--- config.mk ---
export PLATFORM = sky130hd
export DESIGN_NAME = pts_cell
export DESIGN_NICKNAME = d
export VERILOG_FILES = /design/src/rtl/pts_pkg.sv /design/src/rtl/pts_cell.sv
export SDC_FILE = /design/constraint.sdc
export NUM_CORES = 1
export LEC_CHECK = 0
export BUFFER_PORTS_ARGS = -buffer_cell sky130_fd_sc_hd__buf_2
export CAP_MARGIN = 25
export CORE_MARGIN = 1
export CORE_UTILIZATION = 55
export CTS_BUF_LIST = sky130_fd_sc_hd__clkbuf_2 sky130_fd_sc_hd__clkbuf_4 sky130_fd_sc_hd__clkbuf_8
export CTS_CLUSTER_DIAMETER = 150
export CTS_CLUSTER_SIZE = 14
export DETAILED_ROUTE_END_ITERATION = 12
export GPL_TIMING_DRIVEN = 1
export PLACE_DENSITY = 0.79
export RECOVER_POWER = 50
export SYNTH_ARGS = -nofsm -noshare
export SYNTH_HDL_FRONTEND = slang
export SYNTH_SLANG_ARGS = --single-unit
--- constraint.sdc ---
create_clock -name clock -period 14.09 [get_ports clock]
set_input_delay 3.5225 -clock clock [delete_from_list [all_inputs] [get_ports clock]]
set_output_delay 3.5225 -clock clock [all_outputs]
set_load 0.1 [all_outputs]
--- src/rtl/pts_pkg.sv ---
// Shared types and codes for the periodic task scheduler.
// Used by the channel interfaces, the task cell and the top level.
package pts_pkg;

   typedef enum logic [1:0] {
      KIND_LOAD = 2'd0,
      KIND_TICK = 2'd1,
      KIND_END  = 2'd2,
      KIND_READ = 2'd3
   } kind_type;

   typedef enum logic [1:0] {
      RSN_END     = 2'd0,
      RSN_PREEMPT = 2'd1,
      RSN_FINISH  = 2'd2,
      RSN_MISS    = 2'd3
   } reason_type;

   typedef enum logic [2:0] {
      OP_NONE    = 3'd0,
      OP_LOAD    = 3'd1,
      OP_RELEASE = 3'd2,
      OP_RUN     = 3'd3,
      OP_MISS    = 3'd4,
      OP_END     = 3'd5
   } op_type;

   typedef enum logic [3:0] {
      CSR_TASK_COUNT = 4'd0,
      CSR_POLICY     = 4'd1
   } csr_index_type;

   localparam int CSR_IDX_W  = 4;
   localparam int CSR_DATA_W = 16;

   typedef enum logic [5:0] {
      ST_IDLE = 6'b000001,
      ST_REL  = 6'b000010,
      ST_SEL  = 6'b000100,
      ST_RUN  = 6'b001000,
      ST_MISS = 6'b010000,
      ST_EMIT = 6'b100000
   } state_type;

   typedef struct packed {
      logic        result_kind;
      logic [3:0]  slot;
      logic        idle;
      logic [31:0] duration;
      logic [1:0]  reason;
      logic [31:0] completed;
      logic [31:0] missed;
   } rsp_type;

endpackage

--- src/rtl/pts_cell.sv ---
// One task entry of the scheduler: timing table, job state and counters.
// Also one stage of the priority chain. Depends on pts_pkg.
module pts_cell
   import pts_pkg::*;
#(
   parameter int INDEX     = 0,
   parameter int IDW       = 5,
   parameter int TIME_BITS = 32
) (
   input  logic                 clock,
   input  logic                 reset,
   input  op_type               op,
   input  logic [IDW-1:0]       op_idx,
   input  logic [TIME_BITS-1:0] t_now,
   input  logic [TIME_BITS-1:0] t_next,
   input  logic [15:0]          ld_period,
   input  logic [15:0]          ld_deadline,
   input  logic [15:0]          ld_burst,
   input  logic [4:0]           task_count,
   input  logic                 policy_mode,
   input  logic                 ch_valid_i,
   input  logic [IDW-1:0]       ch_idx_i,
   input  logic [TIME_BITS-1:0] ch_key_i,
   input  logic [15:0]          ch_rem_i,
   output logic                 ch_valid_o,
   output logic [IDW-1:0]       ch_idx_o,
   output logic [TIME_BITS-1:0] ch_key_o,
   output logic [15:0]          ch_rem_o,
   output logic                 miss_hit,
   output logic [31:0]          completed,
   output logic [31:0]          missed
);

   logic [15:0]          period_ff, deadline_ff, burst_ff, rem_ff;
   logic [TIME_BITS-1:0] arrive_ff, absdl_ff;
   logic                 ready_ff;
   logic [31:0]          comp_ff, miss_ff;
   logic                 ch_valid_ff;
   logic [IDW-1:0]       ch_idx_ff;
   logic [TIME_BITS-1:0] ch_key_ff;
   logic [15:0]          ch_rem_ff;

   logic                 in_use, own_ok, take_own, selected;
   logic [TIME_BITS-1:0] own_key;

   assign in_use   = int'(task_count) > INDEX;
   assign selected = (op_idx == IDW'(INDEX));
   assign miss_hit = in_use && ready_ff && (rem_ff != 16'd0) && (absdl_ff == t_next);
   assign own_key  = policy_mode ? absdl_ff : TIME_BITS'(period_ff);
   assign own_ok   = in_use && ready_ff;
   // Strict compare: on a tie the lower index coming from the left keeps the slot.
   assign take_own = own_ok && (!ch_valid_i || (own_key < ch_key_i));

   always_ff @(posedge clock) begin
      if (reset) begin
         ch_valid_ff <= 1'b0;
      end else begin
         ch_valid_ff <= take_own || ch_valid_i;
      end
      ch_idx_ff <= take_own ? IDW'(INDEX) : ch_idx_i;
      ch_key_ff <= take_own ? own_key : ch_key_i;
      ch_rem_ff <= take_own ? rem_ff : ch_rem_i;
   end

   always_ff @(posedge clock) begin
      if (reset) begin
         ready_ff  <= 1'b0;
         arrive_ff <= '0;
         comp_ff   <= '0;
         miss_ff   <= '0;
      end else begin
         case (op)
            OP_LOAD: begin
               if (selected) begin
                  period_ff   <= ld_period;
                  deadline_ff <= ld_deadline;
                  burst_ff    <= ld_burst;
                  rem_ff      <= ld_burst;
                  arrive_ff   <= '0;
                  absdl_ff    <= TIME_BITS'(ld_deadline);
                  ready_ff    <= 1'b0;
                  comp_ff     <= '0;
                  miss_ff     <= '0;
               end
            end
            OP_RELEASE: begin
               if (in_use && arrive_ff == t_now) begin
                  rem_ff   <= burst_ff;
                  absdl_ff <= t_now + TIME_BITS'(deadline_ff);
                  ready_ff <= 1'b1;
               end
            end
            OP_RUN: begin
               if (selected) begin
                  rem_ff <= rem_ff - 16'd1;
                  if (rem_ff == 16'd1) begin
                     comp_ff   <= comp_ff + 32'd1;
                     ready_ff  <= 1'b0;
                     arrive_ff <= arrive_ff + TIME_BITS'(period_ff);
                  end
               end
            end
            OP_MISS: begin
               if (miss_hit) begin
                  miss_ff   <= miss_ff + 32'd1;
                  rem_ff    <= 16'd0;
                  ready_ff  <= 1'b0;
                  arrive_ff <= arrive_ff + TIME_BITS'(period_ff);
               end
            end
            OP_END: begin
               arrive_ff <= '0;
               ready_ff  <= 1'b0;
            end
            default: begin
            end
         endcase
      end
   end

   assign ch_valid_o = ch_valid_ff;
   assign ch_idx_o   = ch_idx_ff;
   assign ch_key_o   = ch_key_ff;
   assign ch_rem_o   = ch_rem_ff;
   assign completed  = comp_ff;
   assign missed     = miss_ff;

endmodule

==> results of run 1 <==
[path summary, 6_finish.rpt]
kind	endpoint	startpoint	slack [ps]
worst min register to register	missed[31]	missed[31]	480
worst max register to register	arrive_ff[4]	rem_ff[5]	10080
worst min-delay path	missed[31]	missed[31]	480
worst max-delay path	miss_hit	task_count[0]	4950
[worst max-delay path: cells and delay by family]
family	cells	cell delay, ps
AND/OR/NAND/NOR	3	970
buffers and inverters	3	460
AO/OA/AOI/OAI	1	640
[metal layers]
metal	up-vias	GRT usage	part of all wire
met1	7040	0.4297	0.43
met2	715	0.4955	0.45
met5	-	0	0
met3	99	0.06070	0.094
li1	7183	-	-
met4	0	0.1058	0.031
[cell type report]
type | instances | area [um^2]
well taps | 378 | 473.0
clock inverters | 2 | 13.76
fillers | 2534 | 10310
repair buffers | 316 | 1430
flip-flops and latches | 247 | 5906
inverters | 94 | 352.8
clock buffers | 32 | 371.6
diodes | 5 | 12.51
multi-input cells | 1394 | 8912
[through the flow]
stage,instances,util
after floorplan,1837,-
after global placement,2426,0.6209
after detailed placement,2428,0.6217
after CTS,2462,0.6356
after global routing,2465,0.6286
final,2468,0.6289
[power groups by stage]
stage               sequential [W]  combinational (W)  clock [W]
finish                    0.000764           0.000319   0.000419
global route              0.000765           0.000339   0.000445
CTS                       0.000763           0.000322   0.000423
detailed placement        0.000779           0.000321          0
global placement          0.000780           0.000315          0
floorplan                 0.000892           0.000119          0
[cells by family (layout without fill, tap and decap cells)]
logic type,after synthesis,count (layout),share of synthesized area
simple gates,734,734,0.2369
flops,247,247,0.3807
buf+inv,196,444,0.04863
xor+xnor,142,142,0.08017
compound gates,421,421,0.1790
other cells,0,5,0
fa+ha+maj,69,69,0.05662
mux,28,28,0.01807
[flip-flops by register name, summed over array words and instances (netlist names)]
signal / count
ch_idx_o: 5
rem_ff: 16
deadline_ff: 16
ch_valid_o: 1
ch_key_o: 32
ready_ff: 1
period_ff: 16
completed: 32
burst_ff: 16
missed: 32
arrive_ff: 32
absdl_ff: 32
ch_rem_o: 16
[cell usage in the layout (no fill, tap or decap), types with 6 or more instances in the layout]
cell type  instances
a2111oi_0         13
a211oi_1          13
a21o_1            20
a21oi_1          109
a221oi_1          31
a31o_2            12
a31oi_1           11
and2_1            25
and3_1            17
and4_1             8
buf_2            147
buf_4             13
clkbuf_1         155
clkbuf_4          11
clkbuf_8          21
dfxtp_1          151
edfxtp_1          96
ha_1              67
inv_1             93
mux2i_1           28
nand2_1          193
nand2b_1           7
nand3_1           67
nand3b_1           6
nand4_1           81
nor2_1           153
nor2b_1            6
nor3_1            65
nor3b_1           16
nor4_1            17
o211ai_1          38
o21a_1            38
o21ai_0           82
o31ai_1           16
or2_2              8
or3_1             23
or4_1             29
xnor2_1          113
xor2_1            29
==> metrics.yaml, run 1 <==
critical_path:
  cp-start-kind: "input port"
  path_cells: "buf_2 > or4_1 > o21ai_4 > nor3_1 > nand3_1 > inv_1 > buf_2"
  crit_path_top_delay_cell: "o21ai_4"
  arrival_ps: 5620
  cp_common_cell: "buf_2"
  cp.required_ps: 10570
  crit_fanout: 29
  crit_type: "input port to primary output"
  r2r_cells: 7
  critPathCaptureType: "primary output"
  max_stage_delay_ps: 640
sta:
  fmax_mhz: 109.4
  timing.hold.ws_ps: 481.2
  rsz0062_at_grt: "no"
  finalSetupViolCount: 0
  slew_viol_final: 83
  maxSlewHeadroom: -0.2394
  period_minus_slack_ps: 9141
  fin_ws_ps: 4949
  hold_violations: 0
  tns_ps: 0
  clock_skew_ps: 36.48
  worst_slew_pin_slew_ps: 1859
  final.period_utilization: 0.6487
place:
  dp_hpwl_um: 35020
  gp_congestion: 0.9453
  placed_area_um2: 17270
  preCtsSetupSlack_ps: 4940
  port_buffers: 300
clocking:
  clk_latency_ps: 590
  htree_levels: 1
  cts_setup_buffers: 0
  tritoncts: "built"
  cts_buffer_depth: 3
  cts-hold-fix-buffers: 0
  clkTransAtPathRegs_ps: 80
  cts-root-buf: "clkbuf_8"
  ctsResizeCount: 0
  cts_buffers: 21
  clkSinkCount: 247
route:
  totalWireLength_um: 47140
  drt-pass1-iter-count: 8
  drtIter0Drc: 1511
  viasPerCell: 6.093
  wl_per_cell_um: 19.10
  remaining_drc_errors: 0
  ant_nets: 0
  num_vias: 15037
synthesis:
  synth_area_leaders: "dfxtp_1 19%, edfxtp_1 19%, xnor2_1 6.4%, ha_1 5.4%, nand2_1 4.7%"
  synthTopCellsByCount: "193 x nand2_1, 156 x nor2_1, 151 x dfxtp_1"
  ys_dominant_reg_cell: "dfxtp_1"
  synth-edff-count: 96
  syn_area_um2: 15510
  ys_warn_count: 0
  ys_seq_area_frac: 0.3807
  syn-instance-count: 1837
  synth.top_cell.area_share: 0.1949
  synth-async-reset-ratio: 0
  yosysMostFrequentCell: "nand2_1"
  synth_nets: 2088
  ys_ff_latch: 247
  syn_avg_cell_area_um2: 8.445
  synth_top_area_cell: "dfxtp_1"
  synth_cell_type_count: 65
die:
  start_util: 0.5584
  die-width_um: 170.0
  die_h_um: 170.0
  core.rowCount: 61
  fp.coreArea_um2: 27780
  die-area_um2: 28880
  num_io_pins: 301
cells_and_area:
  drive_gt1_frac: 0.1084
  fin_area_um2: 17470
  area_growth_pct: 12.62
  finish.net_count: 2325
power:
  seqPwrFrac: 0.508
  p_switching_w: 0.0004969
  irDropWorstVdd_uv: 67.34
  p_leak_nw: 6.524
  intPower_w: 0.001005
  finalPower_w: 0.001502
  swShare: 0.3309
  power_density_nw_per_um2: 85.95
  clkPwrFrac: 0.279
  p_comb_frac: 0.213
global_route:
  grt_max_degree: 109
  grt_pass1_wl_um: 71990
  grt_pass1_vias: 13456
  overflow: 0
  antenna_found_initial: 5
  track_usage: 0.3140
run_status:
  violations: "capacitance limit, slew limit"
  status: "complete, but fails checks"
run:
  drv_cap: 2
hold_path:
  hp-class: "flop to flop"
  worstHoldPathCells: 2
Power figures use the tool's default switching activity.
==> inputs of run 2 (changes only) <==
Settings changed: ABC_AREA set to 1, CORE_UTILIZATION 55 to 52.
Clock period 14.09 ns to 8.1 ns, I/O delays scaled along.
==> run 2 against run 1 <==
The flow still finishes with violations (capacitance limit, slew limit). Global-route usage grew 1.2 points. Non-clock buffer count shrank 6. Via count grew 5.7%. Synthesized area grew 0.84%. Design area grew 1.0%. Count of clock-buffer cells in the layout grew 1. Worst setup slack lost 3100 ps. Largest power group unchanged. Critical endpoint is now deadline_ff[0]. Wire length grew 8.3%. Hold slack lost 18 ps. Final cell count grew 18%. Die area grew 6.6%. Critical path depth shrank 3.
==> metrics.yaml, run 2 <==
run_status:
  status: "complete, but fails checks"  # unchanged
  violations: "capacitance limit, slew limit"  # unchanged
sta:
  worst_slew_pin_slew_ps: 4037  # was 1859 ps
  final.period_utilization: 0.7685
  period_minus_slack_ps: 6225
  clock_skew_ps: 43.29  # was 36.48 ps
  tns_ps: 0  # unchanged
  finalSetupViolCount: 0  # unchanged
  fmax_mhz: 160.6
  hold_violations: 0  # unchanged
  maxSlewHeadroom: -1.691  # was -0.2394
  slew_viol_final: 167  # was 83
  rsz0062_at_grt: "no"  # unchanged
die:
  die_h_um: 175.4  # was 170.0 um
  core.rowCount: 63  # was 61
  die-area_um2: 30780  # was 28880 um^2
  die-width_um: 175.4  # was 170.0 um
  start_util: 0.5278  # was 0.5584
  num_io_pins: 301  # unchanged
  fp.coreArea_um2: 29640  # was 27780 um^2
critical_path:
  r2r_setup_slack_ps: 4600  # was 10080 ps
  r2r_start: "period_ff[13]"  # was rem_ff[5]
  worst-path-buf-inv: 3  # unchanged
  critPathCaptureType: "flop"  # was primary output
  cp.required_ps: 7980  # was 10570 ps
  arrival_ps: 6110  # was 5620 ps
  cp-startpoint: "reset"  # was task_count[0]
  cp_common_cell: "clkbuf_1"  # was buf_2
  r2r_cells: 16  # was 7
  cp-endpoint: "deadline_ff[0]"  # was miss_hit
  r2r_end: "ch_key_o[13]"  # was arrive_ff[4]
  cp_top_family: "buffers and inverters"  # was simple AND/OR/NAND/NOR gates
  crit_cells: 4  # was 7
  crit_path_top_delay_cell: "clkbuf_1"  # was o21ai_4
  crit_fanout: 80  # was 29
  crit_type: "input port to flop"  # was input port to primary output
  path_cells: "buf_2 > clkbuf_1 > nor2_4 > clkbuf_1"  # was buf_2 > or4_1 > o21ai_4 > nor3_1 > nand3_1 > inv_1 > buf_2
  cp-start-kind: "input port"  # unchanged
  max_stage_delay_ps: 2820  # was 640 ps
clocking:
  clkTransAtPathRegs_ps: 100  # was 80 ps
  clk_latency_ps: 590  # about the same
  clkSinkCount: 247  # unchanged
  cts_setup_buffers: 0  # unchanged
  cts_buffers: 21  # unchanged
  tritoncts: "built"  # unchanged
  htree_levels: 1  # unchanged
  ctsResizeCount: 0  # unchanged
  cts_buffer_depth: 3  # unchanged
  cts-hold-fix-buffers: 0  # unchanged
  cts-root-buf: "clkbuf_8"  # unchanged
global_route:
  top_usage_layer: "met2"  # unchanged
  grt_pass1_wl_um: 79050  # was 71990 um
  met1_usage: 0.4450  # was 0.4297
  grt_pass1_vias: 14610  # was 13456
  overflow: 0  # unchanged
  grt_max_degree: 81  # was 109
  grt_use_met2: 0.5420  # was 0.4955
  use_met3: 0.03831  # was 0.06070
  antenna_found_initial: 4  # was 5
  track_usage: 0.3259  # was 0.3140
hold_path:
  hp-class: "flop to flop"  # unchanged
route:
  totalWireLength_um: 51040  # was 47140 um
  num_vias: 15892  # was 15037
  viasPerCell: 5.472  # was 6.093
  drtIter0Drc: 1269  # was 1511
  remaining_drc_errors: 0  # unchanged
  ant_nets: 0  # unchanged
  drt-pass1-iter-count: 5  # was 8
  wl_per_cell_um: 17.58  # was 19.10 um
cells_and_area:
  fillers: 2939  # was 2534
  multi_input_area_um2: 8645  # was 8912 um^2
  drive_gt1_frac: 0.1049  # was 0.1084
  area_growth_pct: 12.85  # was 12.62%
  layout_commonest_cell: "nand2_1"  # unchanged
  fin_area_um2: 17650  # was 17470 um^2
  mostFrequentLayoutCells: "671 x nand2_1, 249 x nor2_1, 203 x inv_1"  # was 193 x nand2_1, 155 x clkbuf_1, 153 x nor2_1
  seq_area_um2: 5906  # unchanged
  finish.net_count: 2747  # was 2325
power:
  p_leak_nw: 7.521  # was 6.524 nW
  irDropWorstVdd_uv: 94.02  # was 67.34 uV
  power_density_nw_per_um2: 149.9  # was 85.95 nW/um^2
synthesis:
  synth-async-reset-ratio: 0  # unchanged
  syn_area_um2: 15640  # was 15510 um^2
  synth.top_cell.area_share: 0.1932  # was 0.1949
  synth_top_area_cell: "dfxtp_1"  # unchanged
  ys_dominant_reg_cell: "dfxtp_1"  # unchanged
  yosysMostFrequentCell: "nand2_1"  # unchanged
  synthTopCellsByCount: "670 x nand2_1, 249 x nor2_1, 203 x inv_1"  # was 193 x nand2_1, 156 x nor2_1, 151 x dfxtp_1
  synth_cell_type_count: 46  # was 65
  ys_ff_latch: 247  # unchanged
  syn-instance-count: 2223  # was 1837
  ys_warn_count: 0  # unchanged
  syn_avg_cell_area_um2: 7.037  # was 8.445 um^2
  synth_nets: 2474  # was 2088
  ys_seq_area_frac: 0.3775  # was 0.3807
  synth_area_leaders: "dfxtp_1 19%, edfxtp_1 18%, nand2_1 16%, nor2_1 6.0%, nand3_1 5.6%"  # was dfxtp_1 19%, edfxtp_1 19%, xnor2_1 6.4%, ha_1 5.4%, nand2_1 4.7%
  synth-edff-count: 96  # unchanged
place:
  dp_hpwl_um: 40070  # was 35020 um
  placed_area_um2: 17430  # was 17270 um^2
  gp_congestion: 0.9649  # was 0.9453
  port_buffers: 300  # unchanged
run:
  drv_cap: 3  # was 2
run 2: area by class of cell:
class                   count  area share
repair buffers            310     0.07967
diodes                      6   0.0008505
clock buffers              33     0.02148
well taps                 390     0.02764
flip-flops and latches    247      0.3345
multi-input cells        1703      0.4897
clock inverters             2   0.0008505
inverters                 213     0.04529
run 2: per-layer routing:
| layer | vias up | wire, um |
|---|---|---|
| met1 | 7337 | 22410 |
| met4 | 0 | 1357 |
| met2 | 657 | 23320 |
| met5 | - | 0 |
| met3 | 85 | 3959 |
| li1 | 7813 | - |
run 2: power breakdown:
group / switching [W] / internal (W) / leakage, nW / total [W]
combinational: 0.000442 / 0.000124 / 5.21 / 0.000566
clock: 0.000435 / 0.000298 / 0.207 / 0.000733
sequential: 0.0000180 / 0.00133 / 2.11 / 0.00135
total: 0.000895 / 0.00175 / 7.52 / 0.00265
run 2: cell families (layout without fill, tap and decap cells):
logic type | Yosys count | count (layout) | share of synthesized area
compound gates | 254 | 254 | 0.08830
xor+xnor | 119 | 119 | 0.06662
fa+ha+maj | 69 | 69 | 0.05615
buf+inv | 273 | 558 | 0.07022
flops | 247 | 247 | 0.3775
other cells | 0 | 6 | 0
simple gates | 1261 | 1261 | 0.3412
run 2: how the worst min path moves through the flow:
stage | endpoint | from | cells past startpoint | slack (ps)
2_1_floorplan | ready_ff | ready_ff | 2 | 430
4_1_cts | ready_ff | ready_ff | 2 | 460
3_3_place_gp | ready_ff | ready_ff | 2 | 440
5_1_grt | ready_ff | ready_ff | 2 | 480
6_report | ready_ff | ready_ff | 2 | 460
3_5_place_dp | ready_ff | ready_ff | 2 | 440
run 2: per-stage QoR:
| stage | total power [W] | setup WS, ps | hold slack [ps] | cells | utilization |
|---|---|---|---|---|---|
| detailed placement | 0.001946 | 2195 | 440.5 | 2863 | 0.5881 |
| CTS | 0.002665 | 2186 | 456.0 | 2898 | 0.6014 |
| global placement | 0.001939 | 2206 | 439.7 | 2862 | 0.5877 |
| floorplan | 0.001792 | 2966 | 425.3 | 2223 | - |
| global route | 0.002746 | 1596 | 483.4 | 2902 | 0.5954 |
| finish | 0.002646 | 1875 | 462.7 | 2904 | 0.5956 |
run 2: worst register-to-register path, delay by kind of cell, from the launching register on:
| family | cells | cell delay [ps] |
|---|---|---|
| fa+ha+maj | 1 | 360 |
| simple gates | 10 | 1550 |
| buf+inv | 2 | 460 |
| flops | 1 | 510 |
| compound gates | 3 | 450 |
